[config.mk]
export PLATFORM = sky130hd
export DESIGN_NAME = terminal_log_cleanup_filter
export DESIGN_NICKNAME = d
export VERILOG_FILES = /design/src/design/tlcf_pkg.sv /design/src/design/tlcf_line_ram.sv /design/src/design/tlcf_esc_parser.sv /design/src/design/terminal_log_cleanup_filter.sv
export SDC_FILE = /design/constraint.sdc
export NUM_CORES = 1
export LEC_CHECK = 0
export BUFFER_PORTS_ARGS = -buffer_cell sky130_fd_sc_hd__buf_4
export CAP_MARGIN = 10
export CORE_MARGIN = 2
export CORE_UTILIZATION = 55
export DETAILED_ROUTE_END_ITERATION = 12
export PLACE_DENSITY = 0.71
export SLEW_MARGIN = 15
export SYNTH_ARGS = -nofsm -noshare
export SYNTH_HDL_FRONTEND = slang
export SYNTH_SLANG_ARGS = --single-unit
[constraint.sdc]
create_clock -name clk -period 4.4 [get_ports clk]
set_input_delay 0.66 -clock clk [delete_from_list [all_inputs] [get_ports clk]]
set_output_delay 0.66 -clock clk [all_outputs]
set_load 0.005 [all_outputs]
[src/design/tlcf_pkg.sv]
`timescale 1ns / 1ps
`default_nettype none
// ----------------------------------------------------------------------------
// tlcf_pkg
// Shared types and constants of the terminal log cleanup filter.
// ----------------------------------------------------------------------------
package tlcf_pkg;

	localparam int LINE_LIMIT  = 63;
	localparam int STORE_DEPTH = 64;
	localparam int ADDR_W      = $clog2(STORE_DEPTH);
	localparam int FILL_W      = $clog2(LINE_LIMIT + 1);
	localparam int LEN_W       = $clog2(LINE_LIMIT + 2);

	localparam logic [7:0] CH_NUL = 8'h00;
	localparam logic [7:0] CH_BEL = 8'h07;
	localparam logic [7:0] CH_BS  = 8'h08;
	localparam logic [7:0] CH_LF  = 8'h0A;
	localparam logic [7:0] CH_CR  = 8'h0D;
	localparam logic [7:0] CH_SO  = 8'h0E;
	localparam logic [7:0] CH_SI  = 8'h0F;
	localparam logic [7:0] CH_ESC = 8'h1B;
	localparam logic [7:0] CH_LBR = 8'h5B; // '['
	localparam logic [7:0] CH_Y   = 8'h59; // 'Y'
	localparam logic [7:0] CH_EXC = 8'h21; // '!'
	localparam logic [7:0] CH_LP  = 8'h28; // '('
	localparam logic [7:0] CH_RP  = 8'h29; // ')'
	localparam logic [7:0] CH_HSH = 8'h23; // '#'

	typedef enum logic [2:0] {
		MODE_NORMAL  = 3'd0,
		MODE_ESC     = 3'd1,
		MODE_BRACKET = 3'd2,
		MODE_SKIP2   = 3'd3,
		MODE_SKIP1   = 3'd4
	} mode_t;

	typedef enum logic [1:0] {
		ACT_NONE  = 2'd0,
		ACT_BS    = 2'd1,
		ACT_STORE = 2'd2,
		ACT_NL    = 2'd3
	} act_t;

	typedef enum logic [1:0] {
		ST_IDLE  = 2'd0,
		ST_CRCHK = 2'd1,
		ST_EMIT  = 2'd2
	} state_t;

	typedef struct packed {
		logic [7:0] data_byte;
		logic       file_start;
	} in_item_t;

	typedef struct packed {
		logic [7:0] out_byte;
		logic       last_of_line;
	} out_item_t;

endpackage
`default_nettype wire

[src/design/tlcf_line_ram.sv]
`timescale 1ns / 1ps
`default_nettype none
// ----------------------------------------------------------------------------
// tlcf_line_ram
// Line store: one write port, one read port, registered read data.
// ----------------------------------------------------------------------------
module tlcf_line_ram
	import tlcf_pkg::*;
(
	input  wire logic              clk,
	input  wire logic              we,
	input  wire logic [ADDR_W-1:0] waddr,
	input  wire logic [7:0]        wdata,
	input  wire logic              re,
	input  wire logic [ADDR_W-1:0] raddr,
	output logic      [7:0]        rdata
);

	logic [7:0] mem [STORE_DEPTH];

	always_ff @(posedge clk) begin
		if (we) begin
			mem[waddr] <= wdata;
		end
	end

	// read data holds until the next read
	always_ff @(posedge clk) begin
		if (re) begin
			rdata <= mem[raddr];
		end
	end

endmodule
`default_nettype wire

[src/design/tlcf_esc_parser.sv]
`timescale 1ns / 1ps
`default_nettype none
// ----------------------------------------------------------------------------
// tlcf_esc_parser
// Escape-sequence mode register and byte classification.
// ----------------------------------------------------------------------------
module tlcf_esc_parser
	import tlcf_pkg::*;
(
	input  wire logic       clk,
	input  wire logic       arst_n,
	input  wire logic       take,
	input  wire logic [7:0] data_byte,
	input  wire logic       file_start,
	output act_t            act
);

	mode_t mode_q;
	mode_t mode_cur;
	mode_t mode_d;

	always_comb begin
		mode_cur = file_start ? MODE_NORMAL : mode_q;
		act      = ACT_NONE;
		mode_d   = MODE_NORMAL;
		case (mode_cur)
			MODE_ESC: begin
				if (data_byte == CH_LBR) begin
					mode_d = MODE_BRACKET;
				end else if (data_byte == CH_Y) begin
					mode_d = MODE_SKIP2;
				end else if (data_byte inside {CH_EXC, CH_LP, CH_RP, CH_HSH}) begin
					mode_d = MODE_SKIP1;
				end
			end
			MODE_BRACKET: begin
				if (!(data_byte inside {[8'h41:8'h5A], [8'h61:8'h7A]})) begin
					mode_d = MODE_BRACKET;
				end
			end
			MODE_SKIP2: mode_d = MODE_SKIP1;
			MODE_SKIP1: mode_d = MODE_NORMAL;
			default: begin
				case (data_byte)
					CH_BS:                          act = ACT_BS;
					CH_NUL, CH_BEL, CH_SO, CH_SI:   act = ACT_NONE;
					CH_ESC:                         mode_d = MODE_ESC;
					CH_LF:                          act = ACT_NL;
					default:                        act = ACT_STORE;
				endcase
			end
		endcase
	end

	always_ff @(posedge clk or negedge arst_n) begin
		if (!arst_n) begin
			mode_q <= MODE_NORMAL;
		end else if (take) begin
			mode_q <= mode_d;
		end
	end

endmodule
`default_nettype wire

[src/design/terminal_log_cleanup_filter.sv]
`timescale 1ns / 1ps
`default_nettype none
// ----------------------------------------------------------------------------
// terminal_log_cleanup_filter
// Cleans a terminal log stream and hands out lines, cut at 64 bytes, as runs.
// ----------------------------------------------------------------------------
// channel | signals                               | payload
// byte    | byte_valid / byte_ready / byte_data   | data_byte, file_start
// line    | line_valid / line_ready / line_data   | out_byte, last_of_line
//
// A byte that does not end a line is taken in the idle state. A newline
// after stored bytes goes through a carriage-return check state that reads
// the byte before it from the line RAM; a newline on an empty line skips it.
// A run of N bytes is then read out of the RAM at one byte per cycle while
// the output register can take it; no new byte is taken during the read-out.
// The output register lets the next byte in while the last result waits.
// Reset clears mode, fill count and control; the line RAM is not cleared.
// ----------------------------------------------------------------------------
module terminal_log_cleanup_filter
	import tlcf_pkg::*;
(
	input  wire logic      clk,
	input  wire logic      arst_n,
	input  wire logic      byte_valid,
	output logic           byte_ready,
	input  wire in_item_t  byte_data,
	output logic           line_valid,
	input  wire logic      line_ready,
	output out_item_t      line_data
);

	state_t state_q, state_d;
	logic [FILL_W-1:0] fill_q, fill_d;
	logic [FILL_W-1:0] nl_pos_q, nl_pos_d;
	logic [LEN_W-1:0]  len_q, len_d;
	logic [LEN_W-1:0]  idx_q, idx_d;
	logic              pend_s1, pend_d;
	logic              last_s1, last_d;
	logic              out_valid_q;
	out_item_t         out_q;

	logic              take;
	act_t              act;
	logic [FILL_W-1:0] pos;
	logic [FILL_W-1:0] nl_at;
	logic              issue;
	logic              load;

	logic              we, re;
	logic [ADDR_W-1:0] waddr, raddr;
	logic [7:0]        wdata, rdata;

	assign take = byte_valid && byte_ready;
	assign pos  = byte_data.file_start ? '0 : fill_q;

	tlcf_esc_parser u_parser (
		.clk        (clk),
		.arst_n     (arst_n),
		.take       (take),
		.data_byte  (byte_data.data_byte),
		.file_start (byte_data.file_start),
		.act        (act)
	);

	tlcf_line_ram u_ram (
		.clk   (clk),
		.we    (we),
		.waddr (waddr),
		.wdata (wdata),
		.re    (re),
		.raddr (raddr),
		.rdata (rdata)
	);

	assign load  = pend_s1 && (!out_valid_q || line_ready);
	assign issue = (state_q == ST_EMIT) && (idx_q != len_q) && (!pend_s1 || load);
	// carriage return just before the newline is overwritten
	assign nl_at = (rdata == CH_CR) ? nl_pos_q - 1'b1 : nl_pos_q;

	always_comb begin
		state_d    = state_q;
		fill_d     = fill_q;
		nl_pos_d   = nl_pos_q;
		len_d      = len_q;
		idx_d      = idx_q;
		byte_ready = (state_q == ST_IDLE);
		we         = 1'b0;
		waddr      = ADDR_W'(pos);
		wdata      = byte_data.data_byte;
		re         = 1'b0;
		raddr      = ADDR_W'(idx_q);
		case (state_q)
			ST_IDLE: begin
				if (take) begin
					fill_d = pos;
					case (act)
						ACT_BS: begin
							fill_d = (pos != '0) ? pos - 1'b1 : '0;
						end
						ACT_STORE: begin
							we = 1'b1;
							if (pos >= FILL_W'(LINE_LIMIT)) begin
								len_d   = LEN_W'(pos) + 1'b1;
								idx_d   = '0;
								fill_d  = '0;
								state_d = ST_EMIT;
							end else begin
								fill_d = pos + 1'b1;
							end
						end
						ACT_NL: begin
							fill_d = '0;
							if (pos == '0) begin
								we      = 1'b1;
								len_d   = LEN_W'(1);
								idx_d   = '0;
								state_d = ST_EMIT;
							end else begin
								re       = 1'b1;
								raddr    = ADDR_W'(pos - 1'b1);
								nl_pos_d = pos;
								state_d  = ST_CRCHK;
							end
						end
						default: ;
					endcase
				end
			end
			ST_CRCHK: begin
				we      = 1'b1;
				waddr   = ADDR_W'(nl_at);
				wdata   = CH_LF;
				len_d   = LEN_W'(nl_at) + 1'b1;
				idx_d   = '0;
				state_d = ST_EMIT;
			end
			ST_EMIT: begin
				re = issue;
				if (issue) begin
					idx_d = idx_q + 1'b1;
				end
				if (load && last_s1) begin
					state_d = ST_IDLE;
				end
			end
			default: state_d = ST_IDLE;
		endcase
	end

	always_comb begin
		pend_d = pend_s1;
		last_d = last_s1;
		if (issue) begin
			pend_d = 1'b1;
			last_d = (idx_q + 1'b1 == len_q);
		end else if (load) begin
			pend_d = 1'b0;
		end
	end

	always_ff @(posedge clk or negedge arst_n) begin
		if (!arst_n) begin
			state_q     <= ST_IDLE;
			fill_q      <= '0;
			pend_s1     <= 1'b0;
			last_s1     <= 1'b0;
			out_valid_q <= 1'b0;
			idx_q       <= '0;
			len_q       <= '0;
		end else begin
			state_q <= state_d;
			fill_q  <= fill_d;
			pend_s1 <= pend_d;
			last_s1 <= last_d;
			idx_q   <= idx_d;
			len_q   <= len_d;
			if (load) begin
				out_valid_q <= 1'b1;
			end else if (line_ready) begin
				out_valid_q <= 1'b0;
			end
		end
	end

	always_ff @(posedge clk) begin
		nl_pos_q <= nl_pos_d;
		if (load) begin
			out_q.out_byte     <= rdata;
			out_q.last_of_line <= last_s1;
		end
	end

	assign line_valid = out_valid_q;
	assign line_data  = out_q;

`ifndef ASSERT_OFF
	a_pend_only_in_emit: assert property (@(posedge clk) disable iff (!arst_n)
		pend_s1 |-> state_q == ST_EMIT)
		else $error("read data pending outside of line read-out");

	a_crchk_one_cycle: assert property (@(posedge clk) disable iff (!arst_n)
		state_q == ST_CRCHK |=> state_q == ST_EMIT)
		else $error("carriage-return check did not go to read-out");

	a_idx_in_run: assert property (@(posedge clk) disable iff (!arst_n)
		state_q == ST_EMIT |-> idx_q <= len_q && len_q != '0)
		else $error("read-out index beyond run length");

	a_fill_cap: assert property (@(posedge clk) disable iff (!arst_n)
		fill_q <= FILL_W'(LINE_LIMIT))
		else $error("fill count beyond line limit");
`endif

endmodule
`default_nettype wire
==> results.json, run 1 <==
{
  "drt-pass1-iter-count": 8,
  "ff2ff_setup_slack_ps": 240,
  "cts_tree": "built",
  "syn_avg_cell_area_um2": 13.38,
  "numCtsBuffers": 55,
  "run_status": "complete, no violations",
  "fin_crit_ps": 4162,
  "die_h_um": 216.1,
  "ir_drop_v": 0.0003655,
  "setup_tns_ps": 0,
  "drc": 0,
  "yosysSeqAreaShare_pct": 67.74,
  "ys_ff_latch": 563,
  "relSlewSlack_pct": 20.96,
  "wire_per_inst_um": 26.31,
  "finalNetCount": 1941,
  "wl_mm": 67.26,
  "cts_setup_buffers": 0,
  "synth_edf_count": 535,
  "final_area_um2": 27870,
  "finalNonFillerCells": 2556,
  "initial_core_util_pct": 55.85,
  "finalMaxSlewViolations": 0,
  "hpwl_mm": 42.76,
  "critPathKind": "reg -> reg",
  "clockBufferDepth": 3,
  "dieArea_um2": 46710,
  "first_global_vias": 16020,
  "clock_sinks": 563,
  "fill_cells": 3256,
  "coreArea_um2": 44320,
  "ys_types": 81,
  "hold_depth": 2,
  "grt_start_max_net_pins": 96,
  "maxCapViolations": 0,
  "syn_inst": 1850,
  "insertion_delay_ps": 620,
  "root_buffer": "clkbuf_16",
  "grt_first_pass_wirelength_mm": 101.3,
  "final-setup-viol-count": 0,
  "antenna_cells": 0,
  "crit_arrival_ps": 4390,
  "core.rowCount": 77,
  "worst_setup_path_end_kind": "flip-flop",
  "p_leak_nw": 9.469,
  "min-delay-start": "byte_valid",
  "rsz0062_at_grt": "no",
  "antenna_found_initial": 1,
  "synth_nets": 1869,
  "skew_ps": 29.72,
  "finalCritPeriodShare_pct": 94.59,
  "tightest_slew_ps": 1186,
  "crit_path_start_kind": "flip-flop",
  "r2r_end": "u_ram.mem[28][1]",
  "path_clk_slew_ps": 60,
  "die_w_um": 216.1,
  "placed_area_um2": 26070,
  "place.gp.congestion": 0.9415,
  "ioPinCount": 24,
  "dp_cells": 2456,
  "drive_above_1_share_pct": 14.41,
  "cp_max_fo": 8,
  "synth_area_um2": 24750,
  "overflow": 0,
  "hold_end": "fill_q[0]",
  "fmax_mhz": 240.3,
  "reg2regPathDepth": 9,
  "ant_nets": 0,
  "hp-class": "in -> reg",
  "htreeDepth": 2,
  "port_buffers": 23,
  "vias": 16650,
  "vias_per_cell": 6.513,
  "powerDensity_nw_per_um2": 575.1,
  "synth_flop_cell": "edfxtp_1",
  "grt_use_total_pct": 29.10,
  "crit_required_ps": 4630,
  "async_flop_share_pct": 4.973,
  "dr.first_iter.drc_count": 2302,
  "fin_hold_ws_ps": 257.4,
  "rr_startpoint": "u_ram.rdata[5]",
  "finalHoldViolCount": 0,
  "synthToLayoutAreaGrowth_pct": 12.59,
  "yosys_warnings": 0
}
-- cell type report --
class | count | area (um2) | share of cell area (%)
inverter | 16 | 62.56 | 0.2245
multi-input combinational | 1144 | 7346 | 26.36
tap | 592 | 740.7 | 2.658
sequential | 563 | 16770 | 60.17
timing repair buffer | 142 | 1169 | 4.194
clock inverter | 35 | 372.9 | 1.338
clock buffer | 64 | 1410 | 5.060
-- power breakdown --
part           total [mW]  switching [mW]  internal [mW]
sequential           6.36           0.222           6.13
combinational        4.97            3.17           1.80
clock                4.70            2.00           2.70
-- cells in the final DEF (no fill, tap or decap), types with 7 or more instances in the layout --
cell,netlist,final
edfxtp_1,535,535
nand2_1,164,164
nor2_1,141,139
buf_4,9,133
o21ai_0,101,101
nand3_1,82,82
and3_1,78,78
mux2i_1,69,69
clkbuf_16,0,55
a21oi_1,53,52
a211oi_1,50,50
o22ai_1,34,34
mux2_2,28,28
dfrtp_1,28,28
a32oi_1,26,26
a211o_1,24,24
a22oi_1,24,24
o2111ai_1,23,23
xnor2_1,19,19
nor3_1,17,17
a21boi_0,16,16
a2111oi_0,14,14
inv_1,13,13
clkinv_1,2,13
nand4b_1,11,11
xor2_1,11,11
o21a_1,11,11
nand2b_1,12,10
clkinv_2,0,10
or4_1,9,9
mux2_1,9,9
clkbuf_1,57,9
and2_1,12,8
o311ai_0,8,8
and4_1,8,8
o22a_1,8,8
buf_12,0,8
nor2b_1,7,7
bufinv_16,0,7
-- routing by layer --
| metal | track usage (%) | vias up | wire length, um |
|---|---|---|---|
| li1 | - | 7323 | - |
| met1 | 42.52 | 8304 | 27830 |
| met2 | 43.58 | 892 | 30280 |
| met3 | 5.881 | 125 | 6905 |
| met4 | 10.71 | 2 | 2234 |
| met5 | 0 | - | 9 |
-- repair_timing --
action,4_1_cts,5_1_grt
gates resized for setup,0,0
hold buffers,1,0
endpoints found under the hold margin,28,0
-- how the worst max path moves through the flow --
stage / start / endpoint / cells after the start
after floorplan: byte_data[0] / u_ram.mem[61][0] / 13
after global placement: byte_data[0] / u_ram.rdata[2] / 15
after detailed placement: byte_data[0] / u_ram.rdata[2] / 15
after CTS: u_ram.rdata[4] / u_ram.mem[28][4] / 9
after global routing: u_ram.rdata[5] / u_ram.mem[28][1] / 9
final: u_ram.rdata[5] / u_ram.mem[28][1] / 9
-- cells in the mapped netlist, drive strengths merged (24+ instances only) --
cell type	number	share of area (%)
edfxtp	535	65
nand2	167	2.6
nor2	141	2.1
o21ai	105	2.2
nand3	83	1.7
and3	78	2.0
mux2i	73	3.1
buf	67	1.6
clkbuf	60	0.93
a21oi	56	1.2
a211oi	51	1.6
mux2	38	1.7
o22ai	34	0.86
dfrtp	28	2.8
a32oi	26	0.92
a211o	24	0.85
a22oi	24	0.73
-- state kept, by name, summed over array words and instances, names as in the netlist --
signal	count
fill_q	6
idx_q	7
last_s1	1
len_q	7
line_data	9
line_valid	1
nl_pos_q	6
pend_s1	1
state_q	2
u_parser.mode_q	3
u_ram.mem	512
u_ram.rdata	8
-- critical path, stage by stage, from the launching register on --
cell      delay (ps)
edfxtp_1         490
or4_1            550
nor2_1           500
nor4bb_1         410
xnor2_1          200
nand2b_1         220
nand2_1           90
nor2_1           140
nand2_1          310
nor2_1           840
-- through the flow --
step | setup WS [ps] | total power [mW] | utilization (%)
after detailed placement | 252.4 | 11.30 | 58.83
after CTS | 318.4 | 15.94 | 62.88
final | 237.9 | 16.03 | 62.88
after floorplan | 318.5 | 9.502 | -
after global routing | 83.69 | 16.61 | 62.88
after global placement | 298.7 | 11.21 | 58.83
-- cells by family (layout without fill, tap and decap cells) --
family	after synthesis	after routing	synth area share (%)
mux	111	111	4.863
xor+xnor	30	30	1.062
fa+ha+maj	6	6	0.3033
buf+inv	143	257	2.760
flops	563	563	67.74
compound gates	434	434	12.15
simple gates	563	563	11.12
No activity file was read; power rests on OpenSTA's default activity.
==> run 2: changes to the inputs <==
Settings changed: BUFFER_PORTS_ARGS -buffer_cell sky130_fd_sc_hd__buf_4 to -buffer_cell sky130_fd_sc_hd__buf_2.
==> run 2 against run 1 <==
Net effect:
- global-route usage hardly changed
- sequential power is essentially flat
- clock-buffer cell count is 3 higher
- die area did not move
- combinational power fell by 1%
- clock skew fell by 13 ps
- final cell count grew 0.27%
- flip-flop and latch count did not move
- wire length is 0.48% higher
- largest cell class unchanged
- largest power group unchanged
- highest routed layer is now met4
==> results.json, run 2 (synthesis gave the netlist of run 1 again) <==
{
  "final-setup-viol-count": 0,
  "finalCritPeriodShare_pct": 90.75,
  "fmax_mhz": 250.4,
  "fin_ws_ps": 406.8,
  "clockBufferDepth": 3,
  "numCtsBuffers": 56,
  "fill_cells": 3241,
  "top_register": "u_ram.mem",
  "final_area_um2": 27880,
  "grt_start_max_net_pins": 84,
  "maxCapViolations": 0,
  "finalHoldViolCount": 0,
  "setup_tns_ps": 0,
  "powerDensity_nw_per_um2": 576.1,
  "tightest_slew_ps": 1196,
  "vias_per_cell": 6.559,
  "skew_ps": 16.71,
  "hp-class": "in -> async",
  "coreArea_um2": 44320,
  "drt-pass1-iter-count": 6,
  "place.gp.congestion": 0.9304,
  "largest_reg_flops": 512,
  "crit_path_start_kind": "flip-flop",
  "placed_area_um2": 26030,
  "post-place-ws_ps": 295.5,
  "insertion_delay_ps": 620,
  "root_buffer": "clkbuf_16",
  "ir_drop_v": 0.0003621,
  "rsz0062_at_grt": "no",
  "p_leak_nw": 9.495,
  "initial_core_util_pct": 55.85,
  "wl_mm": 67.58,
  "grt_use_total_pct": 29.14,
  "grt_first_pass_wirelength_mm": 101.5,
  "overflow": 0,
  "die_h_um": 216.1,
  "wire_per_inst_um": 26.37,
  "crit_required_ps": 4630,
  "port_buffers": 23,
  "worst_setup_path_end_kind": "flip-flop",
  "synthToLayoutAreaGrowth_pct": 12.63,
  "finalNetCount": 1945,
  "crit_arrival_ps": 4220,
  "layout_commonest_cell": "edfxtp_1",
  "relSlewSlack_pct": 20.29,
  "power_mw": 16.06,
  "ant_nets": 0,
  "cts_resized": 0,
  "cts_setup_buffers": 0,
  "dr.first_iter.drc_count": 2726,
  "regArea_um2": 16770,
  "first_global_vias": 16180,
  "cp_max_fo": 8,
  "antenna_cells": 0,
  "drive_above_1_share_pct": 14.71,
  "htreeDepth": 2,
  "drc": 0,
  "clock_sinks": 563,
  "path_clk_slew_ps": 60,
  "finalMaxSlewViolations": 0,
  "ioPinCount": 24,
  "multi_input_area_um2": 7350,
  "mostFrequentLayoutCells": "edfxtp_1 (535), nand2_1 (164), nor2_1 (139)",
  "cts_tree": "built",
  "core.rowCount": 77,
  "utilization_pct": 62.91,
  "fin_crit_ps": 3993,
  "dieArea_um2": 46710,
  "run_status": "complete, no violations",
  "hpwl_mm": 43.17,
  "die_w_um": 216.1,
  "antenna_found_initial": 0,
  "hold_buffers": 0,
  "vias": 16810,
  "critPathKind": "reg -> reg"
}
[run 2: changes by cell type in the layout (fill, tap and decap cells not counted), sizes merged]
cell and change:
buf +4, clkinvlp -2, clkbuf +3, dlygate4sd3 -1
clkinv +3
[run 2: power breakdown]
group          internal [mW]  switching (mW)
Sequential              6.13           0.214
Combinational           1.74            3.18
Clock                   2.79            2.01
[run 2: metal layers]
layer / vias to the layer above / global-route usage, % / routed length [um]
met4: 0 / 10.39 / 2309
met5: - / 0 / 0
met1: 8288 / 42.02 / 26860
met3: 158 / 6.400 / 7889
li1: 7323 / - / -
met2: 1042 / 44.05 / 30530
[run 2: path summary, 6_finish.rpt]
path	to	cells after the start	start	slack, ps
worst min-delay path	u_parser.mode_q[2]	1	arst_n	70
worst min register to register	line_data[0]	0	last_s1	490
min in group clk	fill_q[0]	2	byte_valid	270
max in group asynchronous	last_s1	1	arst_n	3900
worst max register to register	u_ram.mem[57][5]	8	u_ram.rdata[7]	410
worst max-delay path	u_ram.mem[57][5]	8	u_ram.rdata[7]	410
[run 2: cell type report]
cell class,count,share of cell area (%)
flip-flops and latches,563,60.14
clock inverters,36,1.396
inverters,16,0.2244
repair buffers,145,3.968
clock buffers,67,5.251
multi-input cells,1144,26.36
well taps,592,2.657
[run 2: critical path, stage by stage (launching register included)]
cell and delay, ps:
edfxtp_1 480, or4_1 520, nor2_1 410, nand2_1 160
xor2_1 460, o21ai_0 200, nor2_1 190, nand2_1 400
nor2_1 790
[run 2: stage by stage]
| step | cells | hold slack (ps) |
|---|---|---|
| 2_1_floorplan | 1850 | 364.4 |
| 3_3_place_gp | 2460 | 461.9 |
| 3_5_place_dp | 2460 | 474.4 |
| 4_1_cts | 2563 | 66.08 |
| 5_1_grt | 2563 | 104.2 |
| 6_report | 2563 | 74.25 |
